<file path="src/hw/rtl/pmq_pkg.sv">
`timescale 1ns / 1ps

package pmq_pkg;

  // Queue geometry
  localparam int QDEPTH = 16;
  localparam int IDX_W  = $clog2(QDEPTH);
  localparam int CNT_W  = $clog2(QDEPTH + 1);

  // Field widths
  localparam int PRI_W   = 3;
  localparam int SCR_W   = 4;
  localparam int TIME_W  = 32;
  localparam int MSG_W   = 16;
  localparam int CFG_IDX_W = 1;

  // Configuration register indexes
  localparam logic [CFG_IDX_W-1:0] CFG_MAIN_SCREEN = 1'b0;
  localparam logic [CFG_IDX_W-1:0] CFG_EDIT_SCREEN = 1'b1;

  // Reset values of the screen registers
  localparam logic [SCR_W-1:0] MAIN_SCREEN_RST = 4'd0;
  localparam logic [SCR_W-1:0] EDIT_SCREEN_RST = 4'd1;

  typedef enum logic [1:0] {
    REQ_ENQ   = 2'd0,
    REQ_DEQ   = 2'd1,
    REQ_PURGE = 2'd2,
    REQ_CLEAR = 2'd3
  } req_t;

  typedef enum logic [2:0] {
    STS_ACTIVATED = 3'd0,
    STS_QUEUED    = 3'd1,
    STS_DROPPED   = 3'd2,
    STS_REJECTED  = 3'd3,
    STS_DEQUEUED  = 3'd4,
    STS_EMPTY     = 3'd5,
    STS_DONE      = 3'd6
  } status_t;

  typedef enum logic [1:0] {
    FS_IDLE,
    FS_READ,
    FS_EVAL
  } fsm_t;

  // One queued message
  typedef struct packed {
    logic [PRI_W-1:0]  pri;
    logic [TIME_W-1:0] dur;
    logic [SCR_W-1:0]  ret;
    logic [MSG_W-1:0]  msg;
  } entry_t;

  localparam int ENTRY_W = $bits(entry_t);

endpackage

</file>
<file path="src/hw/rtl/pmq_ram.sv">
`timescale 1ns / 1ps

module pmq_ram #(
  parameter int WIDTH = 8,
  parameter int DEPTH = 16
) (
  input  logic                     clk,
  input  logic                     we,
  input  logic [$clog2(DEPTH)-1:0] waddr,
  input  logic [WIDTH-1:0]         wdata,
  input  logic [$clog2(DEPTH)-1:0] raddr,
  output logic [WIDTH-1:0]         rdata
);

  logic [WIDTH-1:0] mem [DEPTH];

  // One write port, one registered read port
  always_ff @(posedge clk) begin
    if (we) begin
      mem[waddr] <= wdata;
    end
    rdata <= mem[raddr];
  end

endmodule

</file>
<file path="src/hw/rtl/priority_message_queue.sv">
`timescale 1ns / 1ps
// Channel   Handshake          Ports
// -------   ----------------   ----------------------------------------------
// request   start & !busy      in_req_type .. in_current_time
// result    out_valid (1 clk)  out_status .. out_active_priority
// config    cfg_we             cfg_index, cfg_data
//
// Enqueue into an idle slot, clear, and dequeue/purge on an empty queue: no walk.
// Queued enqueue, dequeue and purge walk the queue RAM through one read port and
// one comparator, with a read state and an evaluate state for each entry visited.
// The result strobe rises in the cycle after the last step; busy is low by then.
// rst_n is synchronous; queue RAM contents are not cleared, the fill count is.
// The receiver cannot stall; a new item may be started while a result is shown.

module priority_message_queue
  import pmq_pkg::*;
(
  input  logic                   clk,
  input  logic                   rst_n,
  // request
  input  logic                   start,
  output logic                   busy,
  input  logic [1:0]             in_req_type,
  input  logic [PRI_W-1:0]       in_priority_req,
  input  logic [TIME_W-1:0]      in_duration,
  input  logic [SCR_W-1:0]       in_return_screen,
  input  logic                   in_return_auto,
  input  logic [SCR_W-1:0]       in_current_screen,
  input  logic [MSG_W-1:0]       in_message_id,
  input  logic [TIME_W-1:0]      in_current_time,
  // result
  output logic                   out_valid,
  output logic [2:0]             out_status,
  output logic [PRI_W-1:0]       out_priority,
  output logic [TIME_W-1:0]      out_duration,
  output logic [SCR_W-1:0]       out_return,
  output logic [MSG_W-1:0]       out_message,
  output logic [CNT_W-1:0]       out_queue_count,
  output logic                   out_slot_live,
  output logic                   out_flash_expired,
  output logic [MSG_W-1:0]       out_active_message,
  output logic [PRI_W-1:0]       out_active_priority,
  // configuration
  input  logic                   cfg_we,
  input  logic [CFG_IDX_W-1:0]   cfg_index,
  input  logic [SCR_W-1:0]       cfg_data
);

  // Sequencer
  fsm_t state_r, state_nxt;
  logic fin;
  status_t fin_status;

  // Item context
  req_t op_r, op_nxt;
  logic [PRI_W-1:0] pri_r, pri_nxt;
  entry_t ent_r, ent_nxt;
  logic [TIME_W-1:0] now_r, now_nxt;
  logic [CNT_W-1:0] idx_r, idx_nxt;
  logic [CNT_W-1:0] wp_r, wp_nxt;
  logic drop_r, drop_nxt;

  // Queue and slot state
  logic [CNT_W-1:0] count_r, count_nxt;
  logic slot_active_r, slot_active_nxt;
  logic [PRI_W-1:0] slot_pri_r, slot_pri_nxt;
  logic [TIME_W-1:0] slot_exp_r, slot_exp_nxt;
  logic [SCR_W-1:0] slot_ret_r, slot_ret_nxt;
  logic [MSG_W-1:0] slot_msg_r, slot_msg_nxt;
  logic [SCR_W-1:0] main_scr_r, main_scr_nxt;
  logic [SCR_W-1:0] edit_scr_r, edit_scr_nxt;

  // Result registers
  logic out_valid_r, out_valid_nxt;
  status_t out_status_r, out_status_nxt;
  logic [PRI_W-1:0] out_pri_r, out_pri_nxt;
  logic [TIME_W-1:0] out_dur_r, out_dur_nxt;
  logic [SCR_W-1:0] out_ret_r, out_ret_nxt;
  logic [MSG_W-1:0] out_msg_r, out_msg_nxt;
  logic [CNT_W-1:0] out_cnt_r, out_cnt_nxt;
  logic out_fa_r, out_fa_nxt;
  logic out_fe_r, out_fe_nxt;
  logic [MSG_W-1:0] out_am_r, out_am_nxt;
  logic [PRI_W-1:0] out_ap_r, out_ap_nxt;

  // Queue RAM port
  logic mem_we;
  logic [IDX_W-1:0] mem_waddr, mem_raddr;
  entry_t mem_wdata, mem_rdata;
  logic [ENTRY_W-1:0] mem_rdata_raw;

  // Helpers
  logic [CNT_W-1:0] idx_m1, idx_p1;
  logic [TIME_W-1:0] now_cur;
  req_t cur_op, in_op;
  logic [SCR_W-1:0] auto_ret;

  pmq_ram #(
    .WIDTH (ENTRY_W),
    .DEPTH (QDEPTH)
  ) u_ram (
    .clk   (clk),
    .we    (mem_we),
    .waddr (mem_waddr),
    .wdata (mem_wdata),
    .raddr (mem_raddr),
    .rdata (mem_rdata_raw)
  );

  assign mem_rdata = entry_t'(mem_rdata_raw);
  assign idx_m1    = idx_r - CNT_W'(1);
  assign idx_p1    = idx_r + CNT_W'(1);
  assign in_op     = req_t'(in_req_type);
  assign cur_op    = (state_r == FS_IDLE) ? in_op : op_r;
  assign now_cur   = (state_r == FS_IDLE) ? in_current_time : now_r;
  assign auto_ret  = (in_current_screen == edit_scr_r) ? main_scr_r : in_current_screen;
  // enqueue walks from the tail (index idx-1), the others from the head
  assign mem_raddr = (op_r == REQ_ENQ) ? idx_m1[IDX_W-1:0] : idx_r[IDX_W-1:0];

  // Next state
  always_comb begin
    state_nxt = state_r;
    case (state_r)
      FS_IDLE: begin
        if (start && !fin) begin
          state_nxt = FS_READ;
        end
      end
      FS_READ: state_nxt = fin ? FS_IDLE : FS_EVAL;
      FS_EVAL: state_nxt = fin ? FS_IDLE : FS_READ;
      default: state_nxt = FS_IDLE;
    endcase
  end

  // Datapath and result
  always_comb begin
    op_nxt          = op_r;
    pri_nxt         = pri_r;
    ent_nxt         = ent_r;
    now_nxt         = now_r;
    idx_nxt         = idx_r;
    wp_nxt          = wp_r;
    drop_nxt        = drop_r;
    count_nxt       = count_r;
    slot_active_nxt = slot_active_r;
    slot_pri_nxt    = slot_pri_r;
    slot_exp_nxt    = slot_exp_r;
    slot_ret_nxt    = slot_ret_r;
    slot_msg_nxt    = slot_msg_r;
    main_scr_nxt    = main_scr_r;
    edit_scr_nxt    = edit_scr_r;
    out_valid_nxt   = 1'b0;
    out_status_nxt  = out_status_r;
    out_pri_nxt     = out_pri_r;
    out_dur_nxt     = out_dur_r;
    out_ret_nxt     = out_ret_r;
    out_msg_nxt     = out_msg_r;
    out_cnt_nxt     = out_cnt_r;
    out_fa_nxt      = out_fa_r;
    out_fe_nxt      = out_fe_r;
    out_am_nxt      = out_am_r;
    out_ap_nxt      = out_ap_r;
    mem_we          = 1'b0;
    mem_waddr       = idx_r[IDX_W-1:0];
    mem_wdata       = ent_r;
    fin             = 1'b0;
    fin_status      = STS_DONE;

    // configuration writes
    if (cfg_we) begin
      case (cfg_index)
        CFG_MAIN_SCREEN: main_scr_nxt = cfg_data;
        CFG_EDIT_SCREEN: edit_scr_nxt = cfg_data;
        default: ;
      endcase
    end

    case (state_r)
      FS_IDLE: begin
        if (start) begin
          op_nxt      = in_op;
          pri_nxt     = in_priority_req;
          now_nxt     = in_current_time;
          ent_nxt.pri = in_priority_req;
          ent_nxt.dur = in_duration;
          ent_nxt.msg = in_message_id;
          ent_nxt.ret = in_return_auto ? slot_ret_r : in_return_screen;
          idx_nxt     = '0;
          wp_nxt      = '0;
          drop_nxt    = 1'b0;
          case (in_op)
            REQ_ENQ: begin
              if (!slot_active_r) begin
                slot_active_nxt = 1'b1;
                slot_pri_nxt    = in_priority_req;
                slot_msg_nxt    = in_message_id;
                slot_exp_nxt    = in_current_time + in_duration;
                slot_ret_nxt    = in_return_auto ? auto_ret : in_return_screen;
                fin             = 1'b1;
                fin_status      = STS_ACTIVATED;
              end else begin
                // a full queue starts one past the end: the tail is tested first
                idx_nxt = count_r;
              end
            end
            REQ_DEQ: begin
              if (count_r == '0) begin
                fin        = 1'b1;
                fin_status = STS_EMPTY;
              end
            end
            REQ_PURGE: begin
              if (count_r == '0) begin
                fin        = 1'b1;
                fin_status = STS_DONE;
              end
            end
            REQ_CLEAR: begin
              slot_active_nxt = 1'b0;
              fin             = 1'b1;
              fin_status      = STS_DONE;
            end
            default: begin
              fin = 1'b1;
            end
          endcase
        end
      end

      FS_READ: begin
        // enqueue reaching the head: new item goes first
        if (op_r == REQ_ENQ && idx_r == '0) begin
          mem_we     = 1'b1;
          mem_waddr  = '0;
          mem_wdata  = ent_r;
          fin        = 1'b1;
          fin_status = drop_r ? STS_DROPPED : STS_QUEUED;
          count_nxt  = drop_r ? count_r : count_r + CNT_W'(1);
        end
      end

      FS_EVAL: begin
        case (op_r)
          REQ_ENQ: begin
            if (pri_r > mem_rdata.pri) begin
              // shift this entry back one place; past the end it falls off
              if (idx_r == CNT_W'(QDEPTH)) begin
                drop_nxt = 1'b1;
              end else begin
                mem_we    = 1'b1;
                mem_waddr = idx_r[IDX_W-1:0];
                mem_wdata = mem_rdata;
              end
              idx_nxt = idx_m1;
            end else if (idx_r == CNT_W'(QDEPTH)) begin
              fin        = 1'b1;
              fin_status = STS_REJECTED;
            end else begin
              mem_we     = 1'b1;
              mem_waddr  = idx_r[IDX_W-1:0];
              mem_wdata  = ent_r;
              fin        = 1'b1;
              fin_status = drop_r ? STS_DROPPED : STS_QUEUED;
              count_nxt  = drop_r ? count_r : count_r + CNT_W'(1);
            end
          end
          REQ_DEQ: begin
            if (idx_r == '0) begin
              out_pri_nxt = mem_rdata.pri;
              out_dur_nxt = mem_rdata.dur;
              out_ret_nxt = mem_rdata.ret;
              out_msg_nxt = mem_rdata.msg;
            end else begin
              mem_we    = 1'b1;
              mem_waddr = idx_m1[IDX_W-1:0];
              mem_wdata = mem_rdata;
            end
            idx_nxt = idx_p1;
            if (idx_p1 == count_r) begin
              fin        = 1'b1;
              fin_status = STS_DEQUEUED;
              count_nxt  = count_r - CNT_W'(1);
            end
          end
          REQ_PURGE: begin
            // compact kept entries toward the head
            if (mem_rdata.pri >= pri_r) begin
              mem_we    = 1'b1;
              mem_waddr = wp_r[IDX_W-1:0];
              mem_wdata = mem_rdata;
              wp_nxt    = wp_r + CNT_W'(1);
            end
            idx_nxt = idx_p1;
            if (idx_p1 == count_r) begin
              fin        = 1'b1;
              fin_status = STS_DONE;
              count_nxt  = wp_nxt;
            end
          end
          default: begin
            fin = 1'b1;
          end
        endcase
      end

      default: ;
    endcase

    // load the result
    if (fin) begin
      out_valid_nxt  = 1'b1;
      out_status_nxt = fin_status;
      out_cnt_nxt    = count_nxt;
      out_fa_nxt     = slot_active_nxt;
      out_fe_nxt     = slot_active_nxt && (now_cur >= slot_exp_nxt);
      out_am_nxt     = slot_msg_nxt;
      out_ap_nxt     = slot_pri_nxt;
      if (fin_status != STS_DEQUEUED) begin
        out_pri_nxt = '0;
        out_dur_nxt = '0;
        out_msg_nxt = '0;
        out_ret_nxt = (cur_op == REQ_CLEAR) ? slot_ret_r : '0;
      end
    end
  end

  // Control registers
  always_ff @(posedge clk) begin
    if (!rst_n) begin
      state_r       <= FS_IDLE;
      count_r       <= '0;
      slot_active_r <= 1'b0;
      slot_pri_r    <= '0;
      slot_exp_r    <= '0;
      slot_ret_r    <= '0;
      slot_msg_r    <= '0;
      main_scr_r    <= MAIN_SCREEN_RST;
      edit_scr_r    <= EDIT_SCREEN_RST;
      out_valid_r   <= 1'b0;
    end else begin
      state_r       <= state_nxt;
      count_r       <= count_nxt;
      slot_active_r <= slot_active_nxt;
      slot_pri_r    <= slot_pri_nxt;
      slot_exp_r    <= slot_exp_nxt;
      slot_ret_r    <= slot_ret_nxt;
      slot_msg_r    <= slot_msg_nxt;
      main_scr_r    <= main_scr_nxt;
      edit_scr_r    <= edit_scr_nxt;
      out_valid_r   <= out_valid_nxt;
    end
  end

  // Payload registers
  always_ff @(posedge clk) begin
    op_r         <= op_nxt;
    pri_r        <= pri_nxt;
    ent_r        <= ent_nxt;
    now_r        <= now_nxt;
    idx_r        <= idx_nxt;
    wp_r         <= wp_nxt;
    drop_r       <= drop_nxt;
    out_status_r <= out_status_nxt;
    out_pri_r    <= out_pri_nxt;
    out_dur_r    <= out_dur_nxt;
    out_ret_r    <= out_ret_nxt;
    out_msg_r    <= out_msg_nxt;
    out_cnt_r    <= out_cnt_nxt;
    out_fa_r     <= out_fa_nxt;
    out_fe_r     <= out_fe_nxt;
    out_am_r     <= out_am_nxt;
    out_ap_r     <= out_ap_nxt;
  end

  assign busy                = (state_r != FS_IDLE);
  assign out_valid           = out_valid_r;
  assign out_status          = out_status_r;
  assign out_priority        = out_pri_r;
  assign out_duration        = out_dur_r;
  assign out_return          = out_ret_r;
  assign out_message         = out_msg_r;
  assign out_queue_count     = out_cnt_r;
  assign out_slot_live       = out_fa_r;
  assign out_flash_expired   = out_fe_r;
  assign out_active_message  = out_am_r;
  assign out_active_priority = out_ap_r;

endmodule

</file>
<file path="config.mk">
export PLATFORM = sky130hd
export DESIGN_NAME = priority_message_queue
export DESIGN_NICKNAME = d
export VERILOG_FILES = /design/src/hw/rtl/pmq_pkg.sv /design/src/hw/rtl/pmq_ram.sv /design/src/hw/rtl/priority_message_queue.sv
export SDC_FILE = /design/constraint.sdc
export NUM_CORES = 2
export LEC_CHECK = 0
export ABC_AREA = 1
export BUFFER_PORTS_ARGS = -buffer_cell sky130_fd_sc_hd__buf_2
export CORE_ASPECT_RATIO = 2
export CORE_UTILIZATION = 55
export DETAILED_ROUTE_END_ITERATION = 7
export PLACE_DENSITY = 0.72
export SETUP_SLACK_MARGIN = 0.4
export SYNTH_ARGS = -nofsm -noshare
export SYNTH_HDL_FRONTEND = slang
export SYNTH_SLANG_ARGS = --single-unit
</file>
<file path="constraint.sdc">
create_clock -name clk -period 5.8 [get_ports clk]
set_input_delay 0.58 -clock clk [delete_from_list [all_inputs] [get_ports clk]]
set_output_delay 0.58 -clock clk [all_outputs]
set_load 0.01 [all_outputs]
</file>
# Word level (Yosys, flattened, before mapping)
# Memories as Yosys holds them, arrays and structs flattened. A register that Yosys moved wholly into a read port is not among the register bits.
# Cells that the tools add are included.
[word_totals]
register_bits = 256
mem_bits_rw = 880
input_bits = 103
output_inout_bits = 86
wordCells = 190
n_memories = 1
[classes]
add_sub_neg = 6
magnitude_cmp = 3
n_eq_ne = 20
n_mux = 108
n_bitwise = 2
reduce_logical = 21
[memory_table]
columns = ["memory", "depth", "width", "rd", "rd_ports_with_merged_regs", "write_ports", "line_no", "text"]
rows = [
  ["u_ram.mem", 16, 55, 1, 1, 1, "pmq_ram.sv:15", "logic [WIDTH-1:0] mem [DEPTH];"],
]
[op_table]
columns = ["cell", "count"]
rows = [
  ["32-bit two-way mux", 10],
  ["55-bit two-way mux", 5],
  ["55-bit one-hot mux with 3 select lines", 1],
  ["16-bit two-way mux", 9],
  ["5-bit two-way mux", 13],
  ["4-bit two-way mux", 13],
  ["5-bit one-hot mux with 2 select lines", 4],
  ["3-bit two-way mux", 13],
  ["32-bit adder", 1],
  ["32-bit >= comparator", 1],
  ["1-bit two-way mux", 19],
  ["3-bit one-hot mux with 3 select lines", 2],
  ["4-bit one-hot mux with 2 select lines", 2],
  ["5-bit by 1-bit adder with 5-bit output, second input constant", 3],
  ["5-bit one-hot mux with 3 select lines", 1],
  ["2-bit two-way mux", 7],
  ["2-bit equality test, second input constant", 5],
  ["5-bit logical NOT", 2],
  ["2-bit inequality test, second input constant", 5],
  ["5-bit by 1-bit subtractor with 5-bit output, second input constant", 2],
  ["3-bit inequality test, second input constant", 3],
  ["1-bit one-hot mux with 3 select lines", 3],
  ["1-bit one-hot mux with 2 select lines", 4],
  ["4-bit AND reduction", 2],
  ["other kinds (18)", 30],
]

# Longest topological paths before layout
[logic_depth]
ltp_word = 9
depth_mapped = 23
mapped_depth_nobuf = 23

# By module
# From an unflattened synthesis, not the netlist that was laid out.
[unflattened]
cells_unflattened = 5425
area_unflattened_um2 = 53767.8
[by_module_without_submodules]
columns = ["module", "n_inst", "cells_each", "area_each_um2", "seq_area_each_um2"]
rows = [
  ["pmq_ram", 1, 3622, 38894.8, 27526.4],
  ["priority_message_queue", 1, 1803, 14873.0, 6416.2],
]

# Least setup slack after synthesis
# Ideal clock, no wire load.
[synth_path]
path_kind = "reg2reg"
from = "register idx_r[0]"
to = "memory u_ram.mem[13][0] in the netlist's numbering (enable)"
setup_time_ns = 0.468
arrival_time_ns = 4.180
required_ns = 5.332
setup_slack_ns = 1.152
path_stages_with_launch = 14
path_buffers = 1
period_less_slack_ns = 4.648
path_cell_list = "edfxtp_1 > buf_4 > inv_2 > ha_1 > nand3_2 > nor2_2 > nand2_4 > nand2_2 > inv_2 > nor2_1 > nand3_1 > a22oi_1 > nand2_1 > nor2_1"
[synth_between]
elab_chain_len = 6
elab_cells_between_ends = 16
cone_classes = "1 x add/sub; 1 x eq/ne; 12 x mux; 2 x reduce/logical"
[synth_lines]
columns = ["item", "line_no", "text"]
rows = [
  ["start, declared", "priority_message_queue.sv:59", "logic [CNT_W-1:0] idx_r, idx_nxt;"],
  ["start signal, assigned", "priority_message_queue.sv:360", "idx_r <= idx_nxt;"],
  ["branches (longest 6 deep; another with 5-bit by 1-bit subtractor with 5-bit output)", "--", ""],
  ["end, declared", "pmq_ram.sv:15", ""],
]
# Several ways; the timed one is not identified.

# Worst setup path after layout
[layout_path]
from = "register state_r[0]"
to = "register out_fe_r (netlist: out_flash_expired), data pin"
[layout_between]
elab_chain_len = 4
elab_cells_between_ends = 6
cone_classes = "1 x order compare; 3 x mux; 2 x reduce/logical"
[layout_lines]
columns = ["item", "line_no", "text"]
rows = [
  ["start, declared", "priority_message_queue.sv:50", "fsm_t state_r, state_nxt;"],
  ["start signal, assigned", "priority_message_queue.sv:341", "state_r <= state_nxt;"],
  ["2-bit logical NOT (*)", "priority_message_queue.sv:115, priority_message_queue.sv:178", ""],
  ["32-bit two-way mux (on tied branches)", "priority_message_queue.sv:115, priority_message_queue.sv:178", ""],
  ["32-bit >= comparator", "priority_message_queue.sv:315", "out_fe_nxt = slot_active_nxt && (now_cur >= slot_exp_nxt);"],
  ["1-bit logical AND (*)", "priority_message_queue.sv:315", ""],
  ["end signal, assigned", "priority_message_queue.sv:370", "out_fe_r <= out_fe_nxt;"],
  ["end, declared", "priority_message_queue.sv:82", "logic out_fe_r, out_fe_nxt;"],
]
# Mark *: on every way between the ends. The rest lies on a longest branch, timed or not.
# A chain may end at the register's enable or synchronous reset.

==> results by group <==
Outcome
  – Run status: completed

Synth
  – Library cell with the largest summed area after synthesis: sky130_fd_sc_hd__edfxtp_1
  – Area contributors post-synth: sky130_fd_sc_hd__edfxtp_1 61%, sky130_fd_sc_hd__dfxtp_1 7.3%, sky130_fd_sc_hd__o21ai_0 5.9%
  – Number of synthesized flops with an enable pin: just over 1k
  – Area of the mapped netlist: 0.05003 mm²
  – Share of synthesized area occupied by flip-flops and latches: 67.84%
  – Mean area per synthesized cell: between 10 and 15 µm²
  – Number of register bits inferred by synthesis: 1191
  – Count of distinct cell types in the synthesized netlist: a little under 60
  – Synth async-reset ratio: 0%
  – Warnings from Yosys: 0
  – Share of the synthesized area in the top cell type: 60.56%
  – Post-Syn Nets: 4484
  – Post-synth top flop: sky130_fd_sc_hd__edfxtp_1
  – Post-Syn Instances: 4296

Power and ir drop
  – Combinational cell fraction of total power: a little under two fifths
  – Net switching power: ~11 mW
  – Share of total power in the clock network: 24.4%
  – Power density over the cells: 515.0 mW/mm²
  – P_leak: slightly above 20 nW
  – Total Power Consumption: 28.88 mW
  – Peak supply drop: around 550 µV
  – Share of total power consumed by net switching: 38.67%
  – Internal: roughly 18 mW
  – Sequential group share of total power: between 30% and 40%

Clocking
  – CTS root buffer: sky130_fd_sc_hd__clkbuf_16
  – Hold Buf Count CTS: 0
  – Post-CTS Repair Setup Buffers: 0
  – Worst-skew pair later-pin latency: 720 ps
  – Total CTS buffers: 100
  – CTS tree: done
  – Post-cts sizing count: 0
  – H-tree Lvls: 3
  – Number of sinks on the clock net: 1191
  – Clock transition at the registers of the reported paths: ~60 ps
  – Maximum root-to-sink buffer count: 3

GRT
  – Gr busiest metal: met2
  – Pin count of the biggest net entering global routing: a little under 200
  – Number of global-route vias before repair: 35.15k
  – Met3 usage in global routing: 4.638%
  – Antenna violations before repair: 1
  – Met1 track utilization from global routing: between 30% and 40%
  – Total global routing track utilization: between 20 and 30%
  – GRT met2 Usage: 50.70%
  – Total congestion overflow after global routing: 0
  – Wire length of the first global-routing pass: 205500 µm

Route
  – Number of design-rule violations left by the first detailed-router iteration: approximately 3.4k
  – Post-DR vias/cell: 6.137
  – Drt pass-1 iters: 6
  – DRC: 0
  – Aggregate routed wire length: 137400 µm
  – Post-DR wirelength/cell: between 20 and 25 µm
  – Antenna-violating nets left: 0
  – Via count: 35.15k

STA
  – Shortest clock period the worst path allows after layout: 4543 ps
  – Hold Fails Final Rpt: 0
  – Worst-margin pin slew: 1427 ps
  – Count of final max-slew check failures: 0
  – Post-route fraction of the period consumed by the critical path: 78.33%
  – Number of setup violations in the final report: 0
  – TNS Setup: 0 ps
  – Max-slew headroom at the worst pin: approximately 4%
  – Setup Skew: between 30 and 40 ps
  – Unrepaired setup endpoints after global routing: false
  – Fmax: roughly 220 MHz

Setup path
  – Register-to-register setup slack: approximately 1300 ps
  – CP Buf/Inv Count: 5
  – Levels on crit path: 18
  – Type of the setup path with the least slack: reg -> reg
  – Worst path top cell family by delay: simple AND/OR/NAND/NOR gates
  – Critical Path Max Stage Delay: 1090 ps
  – Reg2Reg Capture Point: out_flash_expired
  – Cell type of the slowest stage on the worst timing path: sky130_fd_sc_hd__nor4_1
  – Cell seen most often among critical-path stages: sky130_fd_sc_hd__nand2_1
  – Critical path fanouts, max: 38
  – Cells along the critical path: inv_1, ha_1, nand2_1, nor2_4, buf_4, buf_4, nand3_1, nand2_1, inv_1, ha_1, nand2_1, nor3_1, nand3_1, nor4_1, nand4_1, nand3_1, nand2_1, inv_1
  – Arrival time worst endpoint: 5130 ps
  – Crit Reg-Reg Startpoint: state_r[0]
  – Critical Path Start Type: flip-flop
  – Endpoint required time on the critical path: 6380 ps
  – Number of cells on the worst reg-to-reg path: 18
  – Crit path capture type: flip-flop

Min path
  – Start point of the worst min-delay path: in_message_id[3]
  – Class of the tightest hold or removal check: in -> reg
  – Terminating pin of the worst hold path: ent_r[3]
  – Number of cells on the worst hold path: 1

Layout
  – Final core area utilization: between 60% and 70%
  – FF+latch area: 0.03394 mm²
  – Layout overhead on the synthesized area: 12.09%
  – Fraction of final layout cells with drive strength greater than 1: between 10% and 20%
  – Final Net Count: 4645
  – Layout filler cell count: 6979
  – Multi-input gate area in the final layout: 0.01407 mm²

Floorplanning
  – Number of placed I/O pins: 189
  – Initial core utilization: 55.48%
  – Floorplan die area: 0.09226 mm²
  – Die X: 215.3 µm
  – Die outline height: 428.5 µm
  – Std-Cell Rows: 156
  – Core area: between 0.09 and 0.1 mm²

Placement
  – Port bufs: about 190
  – Detailed placement HPWL: a little over 80000 µm
  – Gp weighted congestion: ~0.95

Job
  – Reported max-cap violation count: 0
state kept, by name (all words and copies together) (netlist names), 5 cells and up:
signal,cells
u_ram.mem,880
ent_r,55
u_ram.rdata,55
now_r,32
out_duration,32
slot_exp_r,32
out_active_message,16
out_message,16
slot_msg_r,16
count_r,5
idx_r,5
out_queue_count,5
wp_r,5
through the flow:
step | instance area [µm²] | setup WS (ps) | std cells | hold slack, ps
6_report | 56080 | 1257 | 5727 | 43.93
5_1_grt | 56080 | 1164 | 5727 | 32.62
4_1_cts | 56080 | 1279 | 5726 | 5.735
3_5_place_dp | 52680 | 770.2 | 5540 | 468.9
3_3_place_gp | 52680 | 805.1 | 5540 | 460.5
2_1_floorplan | 50030 | 1152 | 4296 | 451.2
placed cells by master (no fill, tap or decap), types with 5 or more instances in the layout:
master	Yosys	final
sky130_fd_sc_hd__nor2_4	54	71
sky130_fd_sc_hd__o221ai_1	159	159
sky130_fd_sc_hd__o22ai_1	70	70
sky130_fd_sc_hd__inv_1	261	259
sky130_fd_sc_hd__o21ai_0	587	585
sky130_fd_sc_hd__clkinv_1	4	13
sky130_fd_sc_hd__nor3_1	7	7
sky130_fd_sc_hd__o32ai_1	51	51
sky130_fd_sc_hd__dfxtp_1	182	182
sky130_fd_sc_hd__clkbuf_16	0	102
sky130_fd_sc_hd__o211ai_1	66	66
sky130_fd_sc_hd__nand2_1	493	493
sky130_fd_sc_hd__edfxtp_1	1009	1009
sky130_fd_sc_hd__a31oi_1	10	10
sky130_fd_sc_hd__inv_6	0	6
sky130_fd_sc_hd__a21boi_0	5	5
sky130_fd_sc_hd__a21o_1	5	5
sky130_fd_sc_hd__buf_12	5	20
sky130_fd_sc_hd__clkinv_2	0	13
sky130_fd_sc_hd__xor2_1	6	6
sky130_fd_sc_hd__buf_2	62	188
sky130_fd_sc_hd__clkinvlp_4	0	5
sky130_fd_sc_hd__or2_2	29	29
sky130_fd_sc_hd__ha_1	84	84
sky130_fd_sc_hd__clkbuf_8	0	13
sky130_fd_sc_hd__nand3_1	147	147
sky130_fd_sc_hd__bufinv_16	0	11
sky130_fd_sc_hd__buf_4	1	97
sky130_fd_sc_hd__nand4_1	18	18
sky130_fd_sc_hd__xnor2_1	13	13
sky130_fd_sc_hd__nor2_1	619	603
sky130_fd_sc_hd__o21ai_1	7	7
sky130_fd_sc_hd__nand2_2	11	10
sky130_fd_sc_hd__inv_2	19	18
sky130_fd_sc_hd__clkbuf_1	164	20
sky130_fd_sc_hd__a21oi_1	85	85
sky130_fd_sc_hd__mux2i_1	5	5
routing by layer:
layer  part of all wire, %  wire (µm)
met3                   8.2      11320
met2                    50      69230
met4                   5.1       7026
met1                    36      49850
met5                     0          0
cell usage after synthesis (3+ instances only):
cell                       count
sky130_fd_sc_hd__o21ai_0     587
sky130_fd_sc_hd__buf_2        62
sky130_fd_sc_hd__a21boi_0      5
sky130_fd_sc_hd__o22ai_1      70
sky130_fd_sc_hd__clkbuf_1    164
sky130_fd_sc_hd__nand2_1     493
sky130_fd_sc_hd__dfxtp_1     182
sky130_fd_sc_hd__mux2i_1       5
sky130_fd_sc_hd__buf_12        5
sky130_fd_sc_hd__edfxtp_1   1009
sky130_fd_sc_hd__o21ai_1       7
sky130_fd_sc_hd__o32ai_1      51
sky130_fd_sc_hd__buf_1        13
sky130_fd_sc_hd__a31oi_1      10
sky130_fd_sc_hd__o31ai_1       3
sky130_fd_sc_hd__nor3_1        7
sky130_fd_sc_hd__mux2_2        4
sky130_fd_sc_hd__nor2_4       54
sky130_fd_sc_hd__nand4_1      18
sky130_fd_sc_hd__a21oi_1      85
sky130_fd_sc_hd__inv_2        19
sky130_fd_sc_hd__nor4_1        4
sky130_fd_sc_hd__o221ai_1    159
sky130_fd_sc_hd__or2_2        29
sky130_fd_sc_hd__inv_1       261
sky130_fd_sc_hd__nand3_1     147
sky130_fd_sc_hd__nand2_2      11
sky130_fd_sc_hd__o21bai_1      3
sky130_fd_sc_hd__nor2_2        5
sky130_fd_sc_hd__o211ai_1     66
sky130_fd_sc_hd__nor2_1      619
sky130_fd_sc_hd__a21o_1        5
sky130_fd_sc_hd__xor2_1        6
sky130_fd_sc_hd__ha_1         84
sky130_fd_sc_hd__xnor2_1      13
sky130_fd_sc_hd__clkinv_1      4
final cells by class:
class	count	area share [%]
Sequential cell	1191	60.52
Multi-Input combinational cell	2572	25.10
Clock buffer	135	5.004
Timing Repair Buffer	305	3.690
Tap cell	1185	2.644
Inverter	287	1.988
Clock inverter	51	1.051
Antenna cell	1	0.004462
power by group through the flow:
stage	Clock, mW	Sequential, mW	Combinational, mW
2_1_floorplan	0	11.3	6.95
3_3_place_gp	0	11.4	10.3
3_5_place_dp	0	11.4	10.5
4_1_cts	7.09	11.2	10.6
5_1_grt	7.38	11.3	11.6
6_report	7.03	11.2	10.6
cell families after synthesis:
logic type | Yosys count | share of synthesized area [%]
and+or+nand+nor | 1400 | 12.26
adders and majority gates | 85 | 2.141
buffers and inverters | 533 | 4.369
DFF | 1191 | 67.84
muxes | 9 | 0.1900
xor gates and xnor gates | 19 | 0.3326
AOI/OAI and AO/OA | 1059 | 12.87
how the worst max path moves through the flow:
| stage | from | end | slack [ps] |
|---|---|---|---|
| after floorplan | idx_r[0] | u_ram.mem[13][0] | 1150 |
| after global placement | in_req_type[0] | out_flash_expired | 810 |
| after detailed placement | in_req_type[0] | out_flash_expired | 770 |
| after CTS | state_r[0] | out_flash_expired | 1280 |
| after global routing | state_r[0] | out_flash_expired | 1160 |
| final | state_r[0] | out_flash_expired | 1260 |
No activity file was read; power rests on OpenSTA's default activity.
